==> src/sv/cfs_pkg.sv <==
// Package with the types, constants and lookup functions of the format-code stripper.
package cfs_pkg;

    // Field widths of the channels.
    localparam int BYTE_W = 8;
    localparam int HINT_W = 3;
    localparam int LEN_W  = 13;

    // Configuration port.
    localparam int CFG_IDX_W  = 1;
    localparam int CFG_DATA_W = 13;
    localparam logic [CFG_IDX_W-1:0] CFG_OUTPUT_LIMIT   = 1'd0;
    localparam logic [CFG_IDX_W-1:0] CFG_CHARSET_EBCDIC = 1'd1;
    localparam logic [CFG_DATA_W-1:0] OUTPUT_LIMIT_RESET = 13'd4096;
    localparam logic                  CHARSET_RESET      = 1'b1;

    // Default bound on kept bytes per message.
    localparam int MAX_MESSAGE_BYTES_DEF = 4096;

    // Queue between the parser and the result sequencer.
    localparam int QUEUE_DEPTH = 4;
    localparam int QPTR_W      = $clog2(QUEUE_DEPTH);
    localparam int QCNT_W      = $clog2(QUEUE_DEPTH + 1);

    // Control bytes of the message format.
    localparam logic [BYTE_W-1:0] CODE_BOLD      = 8'h02;
    localparam logic [BYTE_W-1:0] CODE_COLOR     = 8'h03;
    localparam logic [BYTE_W-1:0] CODE_HEX_COLOR = 8'h04;
    localparam logic [BYTE_W-1:0] CODE_RESET     = 8'h0F;
    localparam logic [BYTE_W-1:0] CODE_REVERSE   = 8'h16;
    localparam logic [BYTE_W-1:0] CODE_ITALIC    = 8'h1D;
    localparam logic [BYTE_W-1:0] CODE_STRIKE    = 8'h1E;
    localparam logic [BYTE_W-1:0] CODE_UNDERLINE = 8'h1F;
    localparam logic [BYTE_W-1:0] CODE_PRINTABLE = 8'h40;

    // Character codes that depend on the selected character set.
    localparam logic [BYTE_W-1:0] ASCII_DIGIT0  = 8'h30;
    localparam logic [BYTE_W-1:0] EBCDIC_DIGIT0 = 8'hF0;
    localparam logic [BYTE_W-1:0] ASCII_COMMA   = 8'h2C;
    localparam logic [BYTE_W-1:0] EBCDIC_COMMA  = 8'h6B;

    // Colour hint codes.
    localparam logic [HINT_W-1:0] HINT_NONE   = 3'd0;
    localparam logic [HINT_W-1:0] HINT_WHITE  = 3'd1;
    localparam logic [HINT_W-1:0] HINT_RED    = 3'd2;
    localparam logic [HINT_W-1:0] HINT_GREEN  = 3'd3;
    localparam logic [HINT_W-1:0] HINT_YELLOW = 3'd4;
    localparam logic [HINT_W-1:0] HINT_BLUE   = 3'd5;
    localparam logic [HINT_W-1:0] HINT_PURPLE = 3'd6;
    localparam logic [HINT_W-1:0] HINT_TEAL   = 3'd7;

    // One queue entry: the results caused by one input byte.
    typedef struct packed {
        logic [BYTE_W-1:0] byte0;
        logic [BYTE_W-1:0] byte1;
        logic [1:0]        n_bytes;
        logic              last;
        logic [HINT_W-1:0] hint;
        logic [LEN_W-1:0]  length;
    } t_entry;

    // Maps a colour number 0..15 to its hint; black gives none.
    function automatic logic [HINT_W-1:0] hint_of_color(input logic [3:0] color);
        logic [HINT_W-1:0] hint;
        unique case (color)
            4'd0:    hint = HINT_WHITE;
            4'd1:    hint = HINT_NONE;
            4'd2:    hint = HINT_BLUE;
            4'd3:    hint = HINT_GREEN;
            4'd4:    hint = HINT_RED;
            4'd5:    hint = HINT_RED;
            4'd6:    hint = HINT_PURPLE;
            4'd7:    hint = HINT_YELLOW;
            4'd8:    hint = HINT_YELLOW;
            4'd9:    hint = HINT_GREEN;
            4'd10:   hint = HINT_TEAL;
            4'd11:   hint = HINT_TEAL;
            4'd12:   hint = HINT_BLUE;
            4'd13:   hint = HINT_PURPLE;
            4'd14:   hint = HINT_WHITE;
            default: hint = HINT_WHITE;
        endcase
        return hint;
    endfunction

endpackage

==> src/sv/cfs_in_if.sv <==
// Input channel of the format-code stripper: message bytes with an end flag.
interface cfs_in_if;
    logic                      valid;
    logic                      ready;
    logic [cfs_pkg::BYTE_W-1:0] in_byte;
    logic                      end_of_input;

    modport source (output valid, output in_byte, output end_of_input, input ready);
    modport sink   (input valid, input in_byte, input end_of_input, output ready);
endinterface

==> src/sv/cfs_out_if.sv <==
// Output channel of the format-code stripper: kept bytes and message summaries.
interface cfs_out_if;
    logic                      valid;
    logic                      ready;
    logic [cfs_pkg::BYTE_W-1:0] data_byte;
    logic                      byte_present;
    logic                      message_done;
    logic [cfs_pkg::HINT_W-1:0] color_hint;
    logic [cfs_pkg::LEN_W-1:0]  clean_length;

    modport source (output valid, output data_byte, output byte_present,
                    output message_done, output color_hint, output clean_length,
                    input ready);
    modport sink   (input valid, input data_byte, input byte_present,
                    input message_done, input color_hint, input clean_length,
                    output ready);
endinterface

==> src/sv/chat_format_code_stripper_top.sv <==
// Top level of the chat format-code stripper: configuration registers and the three parts.
//
// Input channel i_in carries one message byte per transfer, with end_of_input on the
// final byte. Output channel o_out carries the results: each kept byte as its own
// transfer, and on the final result of a message message_done with the kept length
// and the colour hint. A byte that keeps nothing and is not final gives no result;
// a final byte that keeps nothing gives one result with byte_present low.
// One byte is taken per cycle while the queue has room. The parser updates its state in
// the cycle of the input transfer; if the queue was empty, the entry is at o_out in the
// following cycle. A byte that releases a held comma yields two results where both the
// comma and the byte are kept, from one entry of the four-entry queue. When the receiver
// stalls, the queue fills and i_in.ready drops once it holds four entries; no result is
// lost. Reset empties the queue, returns the parser to plain text and sets the limit to
// 4096 and the character set to EBCDIC. Configuration is written through i_cfg_wr_en,
// i_cfg_index and i_cfg_wdata, by the user only while idle; not enforced by the block.
module chat_format_code_stripper_top #(
    parameter int MAX_MESSAGE_BYTES = cfs_pkg::MAX_MESSAGE_BYTES_DEF
) (
    input  logic                           i_clk,
    input  logic                           i_rst_n,
    cfs_in_if.sink                         i_in,
    cfs_out_if.source                      o_out,
    input  logic                           i_cfg_wr_en,
    input  logic [cfs_pkg::CFG_IDX_W-1:0]  i_cfg_index,
    input  logic [cfs_pkg::CFG_DATA_W-1:0] i_cfg_wdata
);
    logic [cfs_pkg::CFG_DATA_W-1:0] r_output_limit;
    logic                           r_charset_ebcdic;
    logic                           q_full, q_push, q_valid, q_pop;
    cfs_pkg::t_entry                q_wr_entry, q_rd_entry;

    // Configuration registers.
    always_ff @(posedge i_clk) begin
        if (!i_rst_n) begin
            r_output_limit   <= cfs_pkg::OUTPUT_LIMIT_RESET;
            r_charset_ebcdic <= cfs_pkg::CHARSET_RESET;
        end else if (i_cfg_wr_en) begin
            unique case (i_cfg_index)
                cfs_pkg::CFG_OUTPUT_LIMIT:   r_output_limit   <= i_cfg_wdata;
                cfs_pkg::CFG_CHARSET_EBCDIC: r_charset_ebcdic <= i_cfg_wdata[0];
                default: ;
            endcase
        end
    end

    // Parser.
    cfs_front #(
        .MAX_MESSAGE_BYTES (MAX_MESSAGE_BYTES)
    ) u_front (
        .i_clk            (i_clk),
        .i_rst_n          (i_rst_n),
        .i_valid          (i_in.valid),
        .i_byte           (i_in.in_byte),
        .i_last           (i_in.end_of_input),
        .o_ready          (i_in.ready),
        .i_output_limit   (r_output_limit),
        .i_charset_ebcdic (r_charset_ebcdic),
        .i_full           (q_full),
        .o_push           (q_push),
        .o_entry          (q_wr_entry)
    );

    // Entry queue.
    cfs_queue u_queue (
        .i_clk   (i_clk),
        .i_rst_n (i_rst_n),
        .i_push  (q_push),
        .i_entry (q_wr_entry),
        .o_full  (q_full),
        .o_valid (q_valid),
        .o_entry (q_rd_entry),
        .i_pop   (q_pop)
    );

    // Result sequencer.
    cfs_back u_back (
        .i_clk          (i_clk),
        .i_rst_n        (i_rst_n),
        .i_valid        (q_valid),
        .i_entry        (q_rd_entry),
        .o_pop          (q_pop),
        .o_valid        (o_out.valid),
        .i_ready        (o_out.ready),
        .o_data_byte    (o_out.data_byte),
        .o_byte_present (o_out.byte_present),
        .o_message_done (o_out.message_done),
        .o_color_hint   (o_out.color_hint),
        .o_clean_length (o_out.clean_length)
    );
endmodule

==> src/sv/cfs_front.sv <==
// Front part: parses each byte, tracks colour codes and the kept count, builds queue entries.
module cfs_front #(
    parameter int MAX_MESSAGE_BYTES = cfs_pkg::MAX_MESSAGE_BYTES_DEF
) (
    input  logic                          i_clk,
    input  logic                          i_rst_n,
    input  logic                          i_valid,
    input  logic [cfs_pkg::BYTE_W-1:0]    i_byte,
    input  logic                          i_last,
    output logic                          o_ready,
    input  logic [cfs_pkg::CFG_DATA_W-1:0] i_output_limit,
    input  logic                          i_charset_ebcdic,
    input  logic                          i_full,
    output logic                          o_push,
    output cfs_pkg::t_entry               o_entry
);
    localparam int CW   = $clog2(MAX_MESSAGE_BYTES + 1);
    localparam int CMPW = (CW > cfs_pkg::LEN_W) ? CW : cfs_pkg::LEN_W;
    localparam logic [CMPW-1:0] MAX_C = CMPW'(MAX_MESSAGE_BYTES);

    // Parser modes.
    localparam logic [2:0] MODE_NORMAL = 3'd0;
    localparam logic [2:0] MODE_FG     = 3'd1;
    localparam logic [2:0] MODE_COMMA  = 3'd2;
    localparam logic [2:0] MODE_BG     = 3'd3;
    localparam logic [2:0] MODE_HEX1   = 3'd4;
    localparam logic [2:0] MODE_HEX2   = 3'd5;

    logic [2:0]                 r_mode, n_mode;
    logic [2:0]                 r_dc, n_dc;
    logic [6:0]                 r_fg, n_fg;
    logic                       r_seen, n_seen;
    logic [CW-1:0]              r_kept, n_kept;
    logic [cfs_pkg::HINT_W-1:0] r_dom, n_dom;

    logic [cfs_pkg::BYTE_W-1:0] digit0, comma_code, digit_off;
    logic                       c_dig, c_comma, c_hex;
    logic [3:0]                 c_val;
    logic [9:0]                 fg_times10, fg_sum;
    logic [2:0]                 dc_inc;
    logic [CMPW-1:0]            lim, kept_ext, kept_sum;
    logic                       ok0, ok1, ok_b;
    logic                       take, do_plain, do_comma, keep_c, keep_b;
    logic                       accept;

    // Character classes under the selected character set.
    always_comb begin
        digit0     = i_charset_ebcdic ? cfs_pkg::EBCDIC_DIGIT0 : cfs_pkg::ASCII_DIGIT0;
        comma_code = i_charset_ebcdic ? cfs_pkg::EBCDIC_COMMA : cfs_pkg::ASCII_COMMA;
        digit_off  = i_byte - digit0;
        c_dig      = (i_byte >= digit0) && (digit_off <= 8'd9);
        c_val      = digit_off[3:0];
        c_comma    = (i_byte == comma_code);
        if (i_charset_ebcdic) begin
            c_hex = c_dig || ((i_byte >= 8'hC1) && (i_byte <= 8'hC6))
                          || ((i_byte >= 8'h81) && (i_byte <= 8'h86));
        end else begin
            c_hex = c_dig || ((i_byte >= 8'h41) && (i_byte <= 8'h46))
                          || ((i_byte >= 8'h61) && (i_byte <= 8'h66));
        end
    end

    // Effective limit and the kept-count checks for one or two kept bytes.
    always_comb begin
        lim      = (CMPW'(i_output_limit) > MAX_C) ? MAX_C : CMPW'(i_output_limit);
        kept_ext = CMPW'(r_kept);
        ok0      = kept_ext < lim;
        ok1      = (kept_ext + CMPW'(1)) < lim;
    end

    // Foreground number accumulation and digit count step.
    always_comb begin
        fg_times10 = {r_fg, 3'b000} + {2'b00, r_fg, 1'b0};
        fg_sum     = fg_times10 + {6'b000000, c_val};
        dc_inc     = r_dc + 3'd1;
    end

    // Mode update, held comma release and plain-byte handling.
    always_comb begin
        n_mode   = r_mode;
        n_dc     = r_dc;
        n_fg     = r_fg;
        n_seen   = r_seen;
        n_dom    = r_dom;
        take     = 1'b0;
        do_plain = 1'b0;
        do_comma = 1'b0;
        keep_b   = 1'b0;

        unique case (r_mode)
            MODE_FG: begin
                if ((r_dc < 3'd2) && c_dig) begin
                    n_fg   = fg_sum[6:0];
                    n_seen = 1'b1;
                    n_dc   = dc_inc;
                end else begin
                    take   = 1'b1;
                    n_mode = MODE_NORMAL;
                    if (c_comma && !i_last) begin
                        n_mode = MODE_COMMA;
                    end else begin
                        do_plain = 1'b1;
                    end
                end
            end
            MODE_COMMA: begin
                n_mode = MODE_NORMAL;
                if (c_dig) begin
                    n_mode = MODE_BG;
                    n_dc   = 3'd1;
                end else begin
                    do_comma = 1'b1;
                    do_plain = 1'b1;
                end
            end
            MODE_BG: begin
                if ((r_dc < 3'd2) && c_dig) begin
                    n_dc = dc_inc;
                    if (dc_inc >= 3'd2) begin
                        n_mode = MODE_NORMAL;
                    end
                end else begin
                    n_mode   = MODE_NORMAL;
                    do_plain = 1'b1;
                end
            end
            MODE_HEX1: begin
                if ((r_dc < 3'd6) && c_hex) begin
                    n_dc = dc_inc;
                end else if (c_comma) begin
                    n_mode = MODE_HEX2;
                    n_dc   = 3'd0;
                end else begin
                    n_mode   = MODE_NORMAL;
                    do_plain = 1'b1;
                end
            end
            MODE_HEX2: begin
                if ((r_dc < 3'd6) && c_hex) begin
                    n_dc = dc_inc;
                    if (dc_inc >= 3'd6) begin
                        n_mode = MODE_NORMAL;
                    end
                end else begin
                    n_mode   = MODE_NORMAL;
                    do_plain = 1'b1;
                end
            end
            default: begin
                n_mode   = MODE_NORMAL;
                do_plain = 1'b1;
            end
        endcase

        // The foreground number ends here: take its hint if none is held yet.
        if (take && r_seen && (r_dom == cfs_pkg::HINT_NONE) && (r_fg < 7'd16)) begin
            n_dom = cfs_pkg::hint_of_color(r_fg[3:0]);
        end

        // A released comma is kept only where it is printable and room is left.
        keep_c = do_comma && ok0 && (comma_code >= cfs_pkg::CODE_PRINTABLE);
        ok_b   = keep_c ? ok1 : ok0;

        if (do_plain && ok_b) begin
            unique case (i_byte)
                cfs_pkg::CODE_BOLD, cfs_pkg::CODE_RESET, cfs_pkg::CODE_REVERSE,
                cfs_pkg::CODE_ITALIC, cfs_pkg::CODE_STRIKE,
                cfs_pkg::CODE_UNDERLINE: begin
                    keep_b = 1'b0;
                end
                cfs_pkg::CODE_COLOR: begin
                    n_mode = MODE_FG;
                    n_dc   = 3'd0;
                    n_fg   = 7'd0;
                    n_seen = 1'b0;
                end
                cfs_pkg::CODE_HEX_COLOR: begin
                    n_mode = MODE_HEX1;
                    n_dc   = 3'd0;
                end
                default: begin
                    keep_b = (i_byte >= cfs_pkg::CODE_PRINTABLE);
                end
            endcase
        end

        // A message that ends inside the foreground digits still gives its hint.
        if (i_last && (n_mode == MODE_FG) && n_seen && (n_dom == cfs_pkg::HINT_NONE)
                && (n_fg < 7'd16)) begin
            n_dom = cfs_pkg::hint_of_color(n_fg[3:0]);
        end

        kept_sum = kept_ext + CMPW'(keep_c) + CMPW'(keep_b);
        n_kept   = kept_sum[CW-1:0];
    end

    // Queue entry for this byte.
    always_comb begin
        o_entry.byte0   = keep_c ? comma_code : i_byte;
        o_entry.byte1   = i_byte;
        o_entry.n_bytes = {1'b0, keep_c} + {1'b0, keep_b};
        o_entry.last    = i_last;
        o_entry.hint    = n_dom;
        o_entry.length  = kept_sum[cfs_pkg::LEN_W-1:0];
    end

    assign o_ready = !i_full;
    assign accept  = i_valid && o_ready;
    assign o_push  = accept && (keep_c || keep_b || i_last);

    // Parser state; the end of a message returns it to its reset values.
    always_ff @(posedge i_clk) begin
        if (!i_rst_n) begin
            r_mode <= MODE_NORMAL;
            r_dc   <= 3'd0;
            r_fg   <= 7'd0;
            r_seen <= 1'b0;
            r_kept <= '0;
            r_dom  <= cfs_pkg::HINT_NONE;
        end else if (accept) begin
            if (i_last) begin
                r_mode <= MODE_NORMAL;
                r_dc   <= 3'd0;
                r_fg   <= 7'd0;
                r_seen <= 1'b0;
                r_kept <= '0;
                r_dom  <= cfs_pkg::HINT_NONE;
            end else begin
                r_mode <= n_mode;
                r_dc   <= n_dc;
                r_fg   <= n_fg;
                r_seen <= n_seen;
                r_kept <= n_kept;
                r_dom  <= n_dom;
            end
        end
    end
endmodule

==> src/sv/cfs_queue.sv <==
// Short entry queue that decouples the parser from the result sequencer.
module cfs_queue (
    input  logic            i_clk,
    input  logic            i_rst_n,
    input  logic            i_push,
    input  cfs_pkg::t_entry i_entry,
    output logic            o_full,
    output logic            o_valid,
    output cfs_pkg::t_entry o_entry,
    input  logic            i_pop
);
    cfs_pkg::t_entry                 r_slot [cfs_pkg::QUEUE_DEPTH];
    logic [cfs_pkg::QPTR_W-1:0]      r_wr_ptr, r_rd_ptr;
    logic [cfs_pkg::QCNT_W-1:0]      r_count, n_count;

    assign o_full  = (r_count == cfs_pkg::QCNT_W'(cfs_pkg::QUEUE_DEPTH));
    assign o_valid = (r_count != '0);
    assign o_entry = r_slot[r_rd_ptr];

    // Occupancy after this cycle's push and pop.
    always_comb begin
        n_count = r_count + cfs_pkg::QCNT_W'(i_push) - cfs_pkg::QCNT_W'(i_pop);
    end

    // Entry storage.
    always_ff @(posedge i_clk) begin
        if (i_push) begin
            r_slot[r_wr_ptr] <= i_entry;
        end
    end

    // Pointers and occupancy; the pointers wrap with the power-of-two depth.
    always_ff @(posedge i_clk) begin
        if (!i_rst_n) begin
            r_wr_ptr <= '0;
            r_rd_ptr <= '0;
            r_count  <= '0;
        end else begin
            if (i_push) begin
                r_wr_ptr <= r_wr_ptr + cfs_pkg::QPTR_W'(1);
            end
            if (i_pop) begin
                r_rd_ptr <= r_rd_ptr + cfs_pkg::QPTR_W'(1);
            end
            r_count <= n_count;
        end
    end
endmodule

==> src/sv/cfs_back.sv <==
// Back part: turns each queue entry into one or two result transfers.
module cfs_back (
    input  logic                       i_clk,
    input  logic                       i_rst_n,
    input  logic                       i_valid,
    input  cfs_pkg::t_entry            i_entry,
    output logic                       o_pop,
    output logic                       o_valid,
    input  logic                       i_ready,
    output logic [cfs_pkg::BYTE_W-1:0] o_data_byte,
    output logic                       o_byte_present,
    output logic                       o_message_done,
    output logic [cfs_pkg::HINT_W-1:0] o_color_hint,
    output logic [cfs_pkg::LEN_W-1:0]  o_clean_length
);
    logic r_sub;
    logic last_res, present, done, xfer;

    // Which result of the entry is on show, and what it carries.
    always_comb begin
        last_res = (i_entry.n_bytes != 2'd2) || r_sub;
        present  = r_sub || (i_entry.n_bytes != 2'd0);
        done     = i_entry.last && last_res;
        xfer     = i_valid && i_ready;
    end

    assign o_valid        = i_valid;
    assign o_byte_present = present;
    assign o_data_byte    = present ? (r_sub ? i_entry.byte1 : i_entry.byte0) : '0;
    assign o_message_done = done;
    assign o_color_hint   = done ? i_entry.hint : cfs_pkg::HINT_NONE;
    assign o_clean_length = done ? i_entry.length : '0;
    assign o_pop          = xfer && last_res;

    // Result index within the current entry.
    always_ff @(posedge i_clk) begin
        if (!i_rst_n) begin
            r_sub <= 1'b0;
        end else if (xfer) begin
            r_sub <= !last_res;
        end
    end
endmodule

==> src/flat_wrapper.sv <==
// flat-port wrapper written by rule: the top's interface ports become plain ports
module chat_format_code_stripper_top_flat 
#(
    parameter int MAX_MESSAGE_BYTES = cfs_pkg::MAX_MESSAGE_BYTES_DEF
)
  (i_clk, i_rst_n, i_cfg_wr_en, i_cfg_index, i_cfg_wdata, i_in_valid, i_in_in_byte, i_in_end_of_input, i_in_ready, o_out_valid, o_out_data_byte, o_out_byte_present, o_out_message_done, o_out_color_hint, o_out_clean_length, o_out_ready);
  cfs_in_if i_in_i ();
  cfs_out_if o_out_i ();
  input  logic i_clk;
  input  logic i_rst_n;
  input  logic i_cfg_wr_en;
  input  logic [cfs_pkg::CFG_IDX_W-1:0] i_cfg_index;
  input  logic [cfs_pkg::CFG_DATA_W-1:0] i_cfg_wdata;
  input wire logic [$bits(i_in_i.valid)-1:0] i_in_valid;
  input wire logic [$bits(i_in_i.in_byte)-1:0] i_in_in_byte;
  input wire logic [$bits(i_in_i.end_of_input)-1:0] i_in_end_of_input;
  output wire logic [$bits(i_in_i.ready)-1:0] i_in_ready;
  output wire logic [$bits(o_out_i.valid)-1:0] o_out_valid;
  output wire logic [$bits(o_out_i.data_byte)-1:0] o_out_data_byte;
  output wire logic [$bits(o_out_i.byte_present)-1:0] o_out_byte_present;
  output wire logic [$bits(o_out_i.message_done)-1:0] o_out_message_done;
  output wire logic [$bits(o_out_i.color_hint)-1:0] o_out_color_hint;
  output wire logic [$bits(o_out_i.clean_length)-1:0] o_out_clean_length;
  input wire logic [$bits(o_out_i.ready)-1:0] o_out_ready;
  assign i_in_i.valid = i_in_valid;
  assign i_in_i.in_byte = i_in_in_byte;
  assign i_in_i.end_of_input = i_in_end_of_input;
  assign i_in_ready = i_in_i.ready;
  assign o_out_valid = o_out_i.valid;
  assign o_out_data_byte = o_out_i.data_byte;
  assign o_out_byte_present = o_out_i.byte_present;
  assign o_out_message_done = o_out_i.message_done;
  assign o_out_color_hint = o_out_i.color_hint;
  assign o_out_clean_length = o_out_i.clean_length;
  assign o_out_i.ready = o_out_ready;
  chat_format_code_stripper_top #(.MAX_MESSAGE_BYTES(MAX_MESSAGE_BYTES)) u_core (.i_clk(i_clk), .i_rst_n(i_rst_n), .i_in(i_in_i), .o_out(o_out_i), .i_cfg_wr_en(i_cfg_wr_en), .i_cfg_index(i_cfg_index), .i_cfg_wdata(i_cfg_wdata));
endmodule
==> config.mk <==
export PLATFORM = sky130hd
export DESIGN_NAME = chat_format_code_stripper_top_flat
export DESIGN_NICKNAME = d
export VERILOG_FILES = /design/src/sv/cfs_pkg.sv /design/src/sv/cfs_in_if.sv /design/src/sv/cfs_out_if.sv /design/src/sv/chat_format_code_stripper_top.sv /design/src/sv/cfs_front.sv /design/src/sv/cfs_queue.sv /design/src/sv/cfs_back.sv /design/src/flat_wrapper.sv
export SDC_FILE = /design/constraint.sdc
export NUM_CORES = 1
export LEC_CHECK = 0
export BUFFER_PORTS_ARGS = -buffer_cell sky130_fd_sc_hd__buf_2
export CAP_MARGIN = 20
export CORE_UTILIZATION = 60
export DETAILED_ROUTE_END_ITERATION = 7
export GPL_ROUTABILITY_DRIVEN = 0
export PLACE_DENSITY = 0.79
export SYNTH_ARGS = -nofsm -noshare
export SYNTH_HDL_FRONTEND = slang
export SYNTH_SLANG_ARGS = --single-unit
==> constraint.sdc <==
create_clock -name i_clk -period 6 [get_ports i_clk]
set_clock_uncertainty 0.2 [all_clocks]
set_input_delay 0.3 -clock i_clk [delete_from_list [all_inputs] [get_ports i_clk]]
set_output_delay 0.3 -clock i_clk [all_outputs]
set_load 0.005 [all_outputs]
=== Word-level counts from Yosys, hierarchy flattened ===
Memory sizes are Yosys's and may differ from the RTL's. A register that Yosys moved wholly into a read port is not among the register bits.
Index checks and enable logic that the tools add are counted.

* Register bits after elaboration: 52
* RAM bits: 140
* Memory bits (read-only): 96
* Input bits: 28
* Output and inout port bits: 28
* Word-level logic and storage cells: 173
* Memories: 3

{| class="wikitable"
|+ Memories
! memory !! depth !! bits a word !! rd ports !! clocked after Yosys merged registers in !! write ports !! RTL line !! RTL
|-
| u_core.u_queue.r_slot || 4 || 35 || 1 || 1 || 1 || cfs_queue.sv:12 || <nowiki>cfs_pkg::t_entry r_slot [cfs_pkg::QUEUE_DEPTH];</nowiki>
|-
| (no name shown) || 16 || 3 || 1 || 1 || 0 || cfs_pkg.sv:65 || <nowiki>unique case (color)</nowiki>
|-
| (no name shown) || 16 || 3 || 1 || 0 || 0 || cfs_pkg.sv:65 ||
|}

* Add/sub/neg operators: 12
* Order comparisons: 21
* Equality and inequality tests: 17
* Mux-type cells: 64
* Bitwise gates (word level): 1
* Reduce and logical (&&, ||, !) cells: 43

{| class="wikitable"
|+ Operators with widths
! kind !! count
|-
| two-way mux 3 bit || 21
|-
| two-way mux 7 bit || 6
|-
| two-way mux 13 bit || 3
|-
| == test 8 x 5 -> 1 bit (second input constant) || 4
|-
| two-way mux 8 bit || 4
|-
| adder 13 x 1 -> 13 bit || 2
|-
| < comparator 13 bit || 2
|-
| greater-or-equal comparator 8 x 7 -> 1 bit (second input constant) || 3
|-
| logical AND 1 bit || 23
|-
| two-way mux 1 bit || 20
|-
| == test 8 x 2 -> 1 bit (second input constant) || 2
|-
| greater-or-equal comparator 8 bit (second input constant) || 2
|-
| less-or-equal comparator 8 x 7 -> 1 bit (second input constant) || 2
|-
| less-or-equal comparator 8 bit (second input constant) || 2
|-
| one-hot mux 3 bit (5 select lines) || 1
|-
| < comparator 7 x 5 -> 1 bit (second input constant) || 2
|-
| adder 13 x 1 -> 13 bit (second input constant) || 1
|-
| greater-than comparator 13 bit (second input constant) || 1
|-
| one-hot mux 3 bit (4 select lines) || 1
|-
| == test 3 bit (second input constant) || 3
|-
| == test 8 x 3 -> 1 bit (second input constant) || 1
|-
| == test 8 x 4 -> 1 bit (second input constant) || 1
|-
| == test 8 x 7 -> 1 bit || 1
|-
| greater-or-equal comparator 8 bit || 1
|-
| other kinds (30) || 49
|}

=== Logic depth before layout (Yosys ltp) ===
Gate-level depths: netlist of the first run.

* Depth in word-level cells: 19
* Mapped depth: 25
* Depth with buffers taken out: 24

=== Modules after synthesis ===
From an unflattened synthesis of the first run, not the netlist that was laid out.

* Cells, all modules: 810
* Area total of the unflattened synthesis: 10013.4 um^2

{| class="wikitable"
|+ By module, submodules not included
! module !! times used !! cells an instance !! area an instance (um^2) !! seq. area each (um^2)
|-
| cfs_queue || 1 || 225 || 5540.3 || 4384.2
|-
| cfs_front || 1 || 467 || 3507.1 || 660.6
|-
| chat_format_code_stripper_top || 1 || 62 || 589.3 || 280.3
|-
| cfs_back || 1 || 56 || 376.6 || 20.0
|}

=== Worst setup path after synthesis of the first run ===
No wires, ideal clock.

* Path type: register to register
* Start point: reg u_core.u_front.r_kept[3], in the netlist u_core.u_front.kept_ext[3]
* End point: reg u_core.u_queue.r_count[2] (netlist name)
* Setup time: 0.115 ns
* Arrival: 4.606 ns
* Required time: 5.685 ns
* Setup slack: 1.080 ns
* Cell stages (with the launch flop): 26
* Buffers on the path: 2
* Period minus slack after synthesis: 4.920 ns
* Cells stage by stage: dfxtp_1 clkbuf_1 and3_1 clkbuf_1 nand3_1 nor2_1 xor2_1 ha_1 a21oi_1 nand2_1 a211oi_1 o21ai_0 o21bai_1 and2_1 o21ai_0 ha_1 a21oi_1 inv_1 ha_1 inv_1 ha_1 inv_1 fa_1 xnor2_1 xnor2_1 and2_1

* Word-level cells in the longest chain between the ends: 11
* Elaborated cells on any way between the ends: 13
* Classes of those cells: add/sub: 3; order compare: 2; mux: 2; reduce/logical: 6

{| class="wikitable"
|+ RTL lines
! what !! RTL line !! RTL
|-
| from (decl) || cfs_front.sv:33 || <nowiki>logic [CW-1:0] r_kept, n_kept;</nowiki>
|-
| from (signal assigned) || cfs_front.sv:233 || <nowiki>r_kept <= n_kept;</nowiki>
|-
| branches (longest 6 deep; another with adder 13 x 1 -> 13 bit) || n/a ||
|-
| logical OR 1 bit * (2 in a row) || cfs_front.sv:209 || <nowiki>assign o_push = accept && (keep_c || keep_b || i_last);</nowiki>
|-
| logical AND 1 bit * || cfs_front.sv:209 ||
|-
| adder 3 x 1 -> 3 bit * || cfs_queue.sv:22 || <nowiki>n_count = r_count + cfs_pkg::QCNT_W'(i_push) - cfs_pkg::QCNT_W'(i_pop);</nowiki>
|-
| subtractor 3 x 1 -> 3 bit * || cfs_queue.sv:22 ||
|-
| to (signal assigned) || cfs_queue.sv:45 || <nowiki>r_count <= n_count;</nowiki>
|-
| to (decl) || cfs_queue.sv:14 || <nowiki>logic [cfs_pkg::QCNT_W-1:0] r_count, n_count;</nowiki>
|}

Every way passes the cells marked *.
A chain may end at the register's enable or synchronous reset.

=== Worst setup path after layout of the first run ===
Same ends and word-level chain as after synthesis.

==> results.md, run 1 <==
Run status:
- The run finished with clean final reports.

Cells and area:
- The synthesis-to-layout area growth is 11.7%.
- The number of antenna cells inserted is 0.
- The proportion of layout cells with a drive suffix above 1 is 19.0%.
- Counting the fill cells in the layout gives 1108.
- After routing the design area is 11100 sq um.
- Leaving out fill and tap cells, the most frequent cell in the layout is sky130_fd_sc_hd__edfxtp_1.
- The net count of the finished layout is 930.
- The top cell types in the final layout, fill and taps aside, are sky130_fd_sc_hd__edfxtp_1, sky130_fd_sc_hd__nand2_1, sky130_fd_sc_hd__dfxtp_1, sky130_fd_sc_hd__buf_2, sky130_fd_sc_hd__nor2_1.

Yosys:
- For this run, the leading register cell type out of synthesis is sky130_fd_sc_hd__edfxtp_1.
- The mean cell area of the mapped netlist is approximately 13 sq um.
- The synthesized area is 9940 sq um.
- The number of cells produced by synthesis is between 700 and 800.
- Synthesis instantiated 78 different standard cells from the library.
- The sequential-to-total area share from yosys stat is 53.7%.
- Counting flops and latches in the post-synthesis netlist gives 197.
- sky130_fd_sc_hd__edfxtp_1 takes more of the synthesized area than any other cell.
- Ranked by total cell area, the synthesized netlist is headed by sky130_fd_sc_hd__edfxtp_1, sky130_fd_sc_hd__dfxtp_1, sky130_fd_sc_hd__mux4_2.
- Yosys printed 0 warnings.
- Counting every net in the synthesized netlist gives 868.
- After synthesis, the largest area contributor takes up between 40% and 50% of total cell area.
- The count of flip-flops with a built-in enable after synthesis is 140.
- The share of flip-flops with an asynchronous set or reset is 0%.

Clock tree:
- Counting along the longest clock path gives a buffer depth of 2.
- The clock net in this run drives a total of 197 sinks.
- The total number of H-tree levels is 4.
- The number of buffers created by CTS is 17.
- The clock-pin slew reported for the worst setup and hold paths after clock tree synthesis is around 70 ps.
- The tree is rooted in a sky130_fd_sc_hd__clkbuf_16.
- The later pin in the worst-skew pair is clocked with a latency of 440 ps.
- The CTS tree is yes.
- The post-CTS setup buffer count is 0.

Global route:
- Global routing consumed, over all layers together, 25.5% of the routing resources.
- The via count of the first global-routing pass is 6435.
- The number of antenna violations at the first check in global routing is 0.
- Entering global routing, the biggest net connects 55 pins.
- For this run the aggregate overflow at the end of global routing stands at 0.
- The first global-routing pass estimated between 30000 and 40000 um of wire.

Setup path:
- STA puts the critical path data required time at 6120 ps.
- The capturing element type of the critical path is a register.
- The critical path crosses 23 cells after its start point.
- The worst setup path is of the register to register kind.
- The startpoint kind of the worst setup timing path is a register.
- The critical path data arrival time is 5680 ps.
- The critical register-to-register path endpoint is u_core.u_queue.r_count[2]$_SDFF_PN0_.
- The startpoint of the worst setup timing path is u_core.u_front.kept_ext[3]$_SDFFE_PN0P_.
- The slack of the worst reg-to-reg path is between 400 and 500 ps.
- The critical path ends at u_core.u_queue.r_count[2]$_SDFF_PN0_.
- The dominant delay contributor by cell family on the critical path is compound AO/OA/AOI/OAI gates.
- The most frequent cell on the critical path is sky130_fd_sc_hd__ha_1.
- The biggest fanout along the worst timing path is 9.
- The critical path buffer and inverter count is 3.
- The startpoint identified for the worst register-to-register timing path is u_core.u_front.kept_ext[3]$_SDFFE_PN0P_.
- The critical path goes through and3_1 > nand3_1 > nor2_1 > xor2_1 > ha_1 > a21oi_1 > nand2_1 > a211oi_1 > o21ai_0 > o21bai_1 > and2_1 > o21ai_0 > ha_1 > a21oi_1 > inv_1 > ha_1 > inv_1 > ha_1 > inv_1 > fa_1 > xnor2_1 > xnor2_1 > and2_1.
- For this design, the slowest cell found on the critical path is sky130_fd_sc_hd__dfxtp_1.
- Measured in cells, the most critical reg-to-reg path has a length of 23.
- The largest stage delay on the critical path is approximately 520 ps.

Pwr:
- The total power divided by cell area is around 300 nW/um^2.
- Across the VDD grid, the largest voltage drop is 0.000214 V.
- The leakage power figure is 4.07 nW.

Route:
- The average wire per cell in the routed design is 19.5 um.
- The met3 wirelength from detailed routing is between 1000 and 1500 um.
- In this run the top signal layer used is met4.
- The routed metal-1 wirelength is 8830 um.
- The met2 wire length is roughly 11000 um.
- The count of nets left with antenna violations once routing finished came out at 0.
- In the routed layout, each cell is associated on average with a via count of 6.15.
- The detailed router finished its first iteration with 441 violations.
- The sum of routed wire length over all layers is 21000 um.
- For this run, design rule violations remaining after detail routing come to 0.
- The first detailed-routing pass took 5 iterations.
- The count of vias placed by the detailed router is about 6600.

Place:
- The total cell area at the placement stage is 10400 sq um.
- Timing analysis after detailed placement gives a worst setup slack of approximately 650 ps.
- The count of buffers added on input and output ports is 55.
- The final HPWL from detailed placement is 13800 um.

STA:
- The number of slew-limit violations in the final report was 0.
- Static timing analysis puts the maximum clock frequency at around 0.18 GHz.
- The total count of hold-check failures in the final report was 0.
- Across all setup checks in the final design, the least slack found is approximately 450 ps.
- Setup violations remaining at the end of the flow were counted as 0.
- The minimum clock period is 5550 ps.
- Headroom to the max-slew limit came out at 41.0%.
- Setup repair after global routing left no endpoint under its margin.
- For the final routed database, the setup TNS stands at 0 ps.
- For the pin with the worst max-slew slack, the measured transition is 883 ps.
- The worst path uses between 90% and 100% of the clock period.

Worst hold path:
- The class of the tightest hold or removal check is input port to register.

Die:
- The total number of placement rows is between 40 and 50.
- In this run the standard cell core region covers 16100 sq um.
- Pin placement for this block handled 56 I/O pins.
- The die area is 17100 sq um.
- For this configuration, the core starts out at a cell density of 61.9%.
- The height of the die is roughly 130 um.
- In this run the horizontal extent of the chip is around 130 um.

Flow run:
- The tool flagged a number of max-cap violations equal to 0.
kinds of logic after synthesis:
family / after synthesis / synth area share (%)
compound gates: 131 / 9.93
xor+xnor: 34 / 2.99
fa+ha+maj: 53 / 6.92
buf+inv: 65 / 2.67
flops: 197 / 53.7
mux: 52 / 9.68
simple gates: 257 / 14.1
Yosys cell counts (6+ instances only):
cell type / instances
sky130_fd_sc_hd__a32oi_1: 6
sky130_fd_sc_hd__a21boi_0: 17
sky130_fd_sc_hd__nor3_1: 7
sky130_fd_sc_hd__edfxtp_1: 140
sky130_fd_sc_hd__a21oi_1: 21
sky130_fd_sc_hd__ha_1: 47
sky130_fd_sc_hd__a21o_1: 7
sky130_fd_sc_hd__inv_1: 24
sky130_fd_sc_hd__dfxtp_1: 57
sky130_fd_sc_hd__nor2b_1: 42
sky130_fd_sc_hd__mux2i_1: 14
sky130_fd_sc_hd__o21ai_0: 19
sky130_fd_sc_hd__xor2_1: 12
sky130_fd_sc_hd__xnor2_1: 22
sky130_fd_sc_hd__nor3b_1: 8
sky130_fd_sc_hd__mux4_2: 35
sky130_fd_sc_hd__a22oi_1: 10
sky130_fd_sc_hd__nand4_1: 7
sky130_fd_sc_hd__nand3_1: 18
sky130_fd_sc_hd__clkbuf_1: 26
sky130_fd_sc_hd__buf_1: 6
sky130_fd_sc_hd__nand2_1: 71
sky130_fd_sc_hd__and2_1: 16
sky130_fd_sc_hd__nor2_1: 50
routing by layer:
layer | global-route usage (%) | vias to the layer above
met4 | 9.33 | 0
met2 | 44.5 | 260
met3 | 4.80 | 57
li1 | - | 3065
met1 | 31.5 | 3258
met5 | 0 | -
worst min-delay path by stage:
| stage | from | to | slack (ps) | depth (start not counted) |
|---|---|---|---|---|
| 6_report | i_in_in_byte[4] | u_core.u_queue.r_slot[2][23]$_DFFE_PP_ | 10 | 1 |
| 5_1_grt | i_in_in_byte[4] | u_core.u_queue.r_slot[2][23]$_DFFE_PP_ | 10 | 1 |
| 4_1_cts | i_in_in_byte[4] | u_core.u_queue.r_slot[2][23]$_DFFE_PP_ | 1 | 1 |
| 3_5_place_dp | u_core.r_output_limit[2]$_SDFFE_PN0P_ | u_core.r_output_limit[2]$_SDFFE_PN0P_ | 260 | 2 |
| 3_3_place_gp | u_core.r_output_limit[8]$_SDFFE_PN0P_ | u_core.r_output_limit[8]$_SDFFE_PN0P_ | 260 | 2 |
| 2_1_floorplan | i_in_end_of_input | u_core.u_queue.r_slot[0][16]$_DFFE_PP_ | 200 | 0 |
metrics by stage:
step / util [%] / cells / power, mW / hold slack (ps)
finish: 69.2 / 1079 / 3.42 / 15.0
detailed placement: 64.8 / 1031 / 2.40 / 262
floorplan: - / 789 / 2.15 / 199
global route: 69.2 / 1079 / 3.58 / 14.6
CTS: 69.2 / 1079 / 3.45 / 0.969
global placement: 64.8 / 1031 / 2.37 / 260
sequential cells by signal, indices dropped and copies added, names as in the netlist, named ones only:
name and count:
u_core.r_charset_ebcdic 1, u_core.u_queue.r_rd_ptr 2, u_core.u_front.r_dom 3, u_core.u_queue.r_slot 140, u_core.r_output_limit 13, u_core.u_back.r_sub 1, u_core.u_front.r_fg 7, u_core.u_queue.r_count 3
u_core.u_front.r_mode 3, u_core.u_queue.r_wr_ptr 2, u_core.u_front.kept_ext 13, u_core.u_front.r_seen 1, u_core.u_front.r_dc 3
power by group:
group	internal, mW	switching [mW]	leakage (nW)	total, mW
combinational	0.363	0.382	2.07	0.746
clock	0.538	0.512	0.259	1.05
sequential	1.57	0.0521	1.74	1.62
area by class of cell:
class                           count  area (sq um)  share of cell area [%]
Tap cell                          216           270                    2.43
Timing Repair Buffer               82           520                    4.68
Sequential cell                   197          5350                    48.1
Clock buffer                       17           425                    3.83
Clock inverter                     14           118                    1.06
Multi-Input combinational cell    527          4330                    39.0
Inverter                           26          97.6                   0.878
worst reg2reg max path: cells and delay by family, from the launching register on:
kind	cells	cell delay, ps
compound gates	6	1390
simple gates	6	1280
buf+inv	3	220
fa+ha+maj	5	1350
flops	1	520
xor+xnor	3	500
repair_timing:
item | in CTS | in global routing
gates resized for setup | 0 | 0
hold buffers | 17 | 0
hold endpoints to repair | 19 | 0
(Power assumes the default switching activity.)
==> inputs of run 2 (changes only) <==
--- a/config.mk
+++ b/config.mk
@@ -10,7 +10,7 @@
 export CORE_UTILIZATION = 60
 export DETAILED_ROUTE_END_ITERATION = 7
 export GPL_ROUTABILITY_DRIVEN = 0
-export PLACE_DENSITY = 0.79
+export PLACE_DENSITY = 0.77
 export SYNTH_ARGS = -nofsm -noshare
 export SYNTH_HDL_FRONTEND = slang
 export SYNTH_SLANG_ARGS = --single-unit
==> run 2 against run 1 <==
Against the previous run:
- final area about the same
- global-route usage up 0.45 points
- sequential share of layout area about the same
- critical path type unchanged
- critical endpoint unchanged
==> results.md, run 2 (same netlist as run 1, synthesis figures left out) <==
Clock tree:
- The post-CTS setup buffer count is 0.
- The clock passes through at most 2 buffers.
- At the later pin of the worst-skew pair, clock insertion delay measures 430 ps.
- TritonCTS built the clock tree.
- The root buffer cell chosen for the clock tree is sky130_fd_sc_hd__clkbuf_16.
- The number of clock sinks is 197.
- The clock-pin slew reported for the worst setup and hold paths after clock tree synthesis is roughly 70 ps.
- In this run, CTS created clock tree buffers numbering 17.
- The clock tree synthesis step divided the H-tree into 4 levels.

Global route:
- After global routing the overflow that remains totals 0.
- Entering global routing, the biggest net connects 55 pins.
- In the global route stage, overall resource usage came out at 25.9%.
- The first global-routing pass estimated 32800 um of wire.
- The number of antenna violations at the first check in global routing came to 0.
- The via count of the first global-routing pass came to around 6400.

Pwr:
- In this run the power spent charging and discharging nets is 0.959 mW.
- The total power of the final layout is 3.44 mW.
- The leakage power figure is 4.08 nW.
- Dividing total power by cell area gives a power density of 309 nW/um^2.
- The portion of total power attributed to combinational logic is 21.7%.
- The share of total power consumed by net switching is 27.9%.
- The total internal power is 2.48 mW.
- The part of the total power dissipated in the clock network is a little under a third.
- The maximum vdd ir drop is 0.000207 V.
- The share of total power dissipated in sequential elements is around 47%.

Route:
- For this run, the detailed router's first-pass iteration total came to 7.
- The count of vias placed by the detailed router is 6641.
- After detailed routing, the met2 layer carries 10700 um of wire.
- The average via count per standard cell is 6.16.
- The met3 wirelength from detailed routing is slightly above 1000 um.
- In this run the top signal layer used is met4.
- The final layout contains routed wiring with a total length of 21100 um.
- The number of remaining DRC errors is 0.
- In this run the remaining antenna-violating nets after routing total 0.
- In the final routing, the length of wire on met1 measures 8910 um.
- The average wire per cell in the routed design is 19.6 um.
- After the first detailed-routing iteration, the DRC count stood at 580.

Setup path:
- The setup path with the least slack is of type register to register.
- Among the stages of the critical path, the cell type that occurs most often is sky130_fd_sc_hd__ha_1.
- The startpoint kind of the worst setup timing path is a register.
- The critical path data arrival time is roughly 5600 ps.
- The slack of the worst reg-to-reg path is about 530 ps.
- The reg-to-reg critical path startpoint is u_core.u_front.kept_ext[3]$_SDFFE_PN0P_.
- The biggest fanout along the worst timing path is 9.
- For the worst flop-to-flop path, the logic depth is 23.
- The critical path data required time is 6120 ps.
- For this run, the slowest stage of the critical path takes 510 ps.
- The signal on the critical path passes through and3_1 > nand3_1 > nor2_1 > xor2_1 > ha_1 > a21oi_1 > nand2_1 > a211oi_1 > o21ai_0 > o21bai_1 > and2_1 > o21ai_0 > ha_1 > a21oi_1 > inv_1 > ha_1 > inv_1 > ha_1 > inv_1 > fa_1 > xnor2_1 > xnor2_1 > and2_1.
- STA classifies the critical path endpoint as a register.
- The master of the slowest instance on the critical path is sky130_fd_sc_hd__dfxtp_1.
- The worst register-to-register path ends at u_core.u_queue.r_count[2]$_SDFF_PN0_.

Cells and area:
- The library cell used most frequently in the layout, excluding fill and tap cells, is sky130_fd_sc_hd__edfxtp_1.
- The layout has 1075 filler cells.
- The final layout contains about 930 nets.
- The number of antenna cells inserted is 0.
- The proportion of layout cells with a drive suffix above 1 is 19.0%.
- The register with the most flip-flops in the layout has 140 of them.
- The core utilization of the finished layout is 69.2%.
- In the layout the commonest cells are sky130_fd_sc_hd__edfxtp_1, sky130_fd_sc_hd__nand2_1, sky130_fd_sc_hd__dfxtp_1, sky130_fd_sc_hd__buf_2, sky130_fd_sc_hd__nor2_1.
- The most flop-heavy register is u_core.u_queue.r_slot.
- The synthesis-to-layout area growth is 11.8%.

STA:
- In the final timing run, aggregate negative setup slack is 0 ps.
- The post-route fraction of the period consumed by the critical path is 91.1%.
- Timing would allow up to 0.183 GHz.
- Setup repair after global routing left no endpoint under its margin.
- Hold timing on the final database bottoms out at a slack of between 20 and 25 ps.
- The slew of the pin with the lowest slew margin is 995 ps.
- Counting I/O delays and the setup requirement, the final critical path takes 5470 ps.
- The total count of hold-check failures in the final report came to 0.
- The number of slew-limit violations in the final report was 0.
- Headroom to the max-slew limit came out at between 30% and 40%.
- Setup violations remaining at the end of the flow were counted as 0.

Worst hold path:
- The worst hold path stage count is 1.
- The path with the worst hold slack has its endpoint at u_core.u_queue.r_slot[0][23]$_DFFE_PP_.
- The startpoint identified for the worst hold timing path is i_in_in_byte[4].
- The worst hold path belongs to the class input port to register.

Die:
- The initial utilization of the core area, before any placement, comes to 61.9%.
- The floorplan step defined a die boundary enclosing between 15000 and 20000 sq um.
- The area of the core is 16100 sq um.
- In this run the count of I/O pins placed on the die edge is 56.
- The total number of placement rows is 46.
- The horizontal extent of the die is between 100 and 150 um.
- Measured along the y axis, the die boundary spans 131 um.

Place:
- The number of buffers inserted by port buffering is 55.
- The final HPWL from detailed placement is 13700 um.

Run status:
- The flow ran to the end, and the final reports show no timing, DRC or antenna violations.

Flow run:
- Across the run, the number of max-cap violations was 0.
==> run 2: final cells by class <==
class                   count  area (sq um)  area share [%]
clock buffers              17           425            3.83
flip-flops and latches    197          5350            48.1
well taps                 216           270            2.43
clock inverters            14           126            1.14
inverters                  26          97.6           0.878
multi-input cells         527          4340            39.0
repair buffers             81           513            4.62
==> run 2: timing repair <==
| item | CTS | global route |
|---|---|---|
| endpoints found under the setup margin | 0 | 0 |
| hold endpoints to repair | 19 | 0 |
| hold buffers | 17 | 0 |
| resized for setup | 0 | 0 |
==> run 2: worst max-delay path: cells and delay by family, from the launching register on <==
family / cells / cell delay, ps
compound gates: 6 / 1380
xor+xnor: 3 / 520
fa+ha+maj: 5 / 1340
buf+inv: 3 / 200
flops: 1 / 510
simple gates: 6 / 1210
==> run 2: worst max path at each step <==
stage | startpoint | end | slack, ps | cells past startpoint
6_report | u_core.u_front.kept_ext[3]$_SDFFE_PN0P_ | u_core.u_queue.r_count[2]$_SDFF_PN0_ | 530 | 23
5_1_grt | u_core.u_front.kept_ext[3]$_SDFFE_PN0P_ | u_core.u_queue.r_count[2]$_SDFF_PN0_ | 170 | 23
4_1_cts | u_core.u_front.kept_ext[3]$_SDFFE_PN0P_ | u_core.u_queue.r_count[2]$_SDFF_PN0_ | 580 | 23
3_5_place_dp | u_core.u_front.kept_ext[3]$_SDFFE_PN0P_ | u_core.u_queue.r_count[2]$_SDFF_PN0_ | 630 | 23
3_3_place_gp | u_core.u_front.kept_ext[3]$_SDFFE_PN0P_ | u_core.u_queue.r_count[2]$_SDFF_PN0_ | 880 | 23
2_1_floorplan | u_core.u_front.kept_ext[3]$_SDFFE_PN0P_ | u_core.u_queue.r_count[2]$_SDFF_PN0_ | 1080 | 25
==> run 2: metal layers <==
layer / up-vias / global-route usage (%)
met1: 3286 / 32.4
li1: 3064 / -
met3: 47 / 3.75
met4: 0 / 11.2
met2: 244 / 45.1
met5: - / 0
==> run 2: stage by stage <==
step | instances | setup WS [ps] | area [sq um]
after global routing | 1078 | 170 | 11100
after detailed placement | 1030 | 627 | 10400
after global placement | 1030 | 879 | 10400
after CTS | 1078 | 577 | 11100
after floorplan | 789 | 1080 | 9940
final | 1078 | 532 | 11100
==> run 2: power by group through the flow <==
stage / combinational, mW / clock (mW) / sequential (mW)
after floorplan: 0.524 / 0 / 1.63
after global placement: 0.729 / 0 / 1.64
after detailed placement: 0.743 / 0 / 1.65
after CTS: 0.758 / 1.08 / 1.62
after global routing: 0.835 / 1.13 / 1.63
final: 0.745 / 1.07 / 1.62
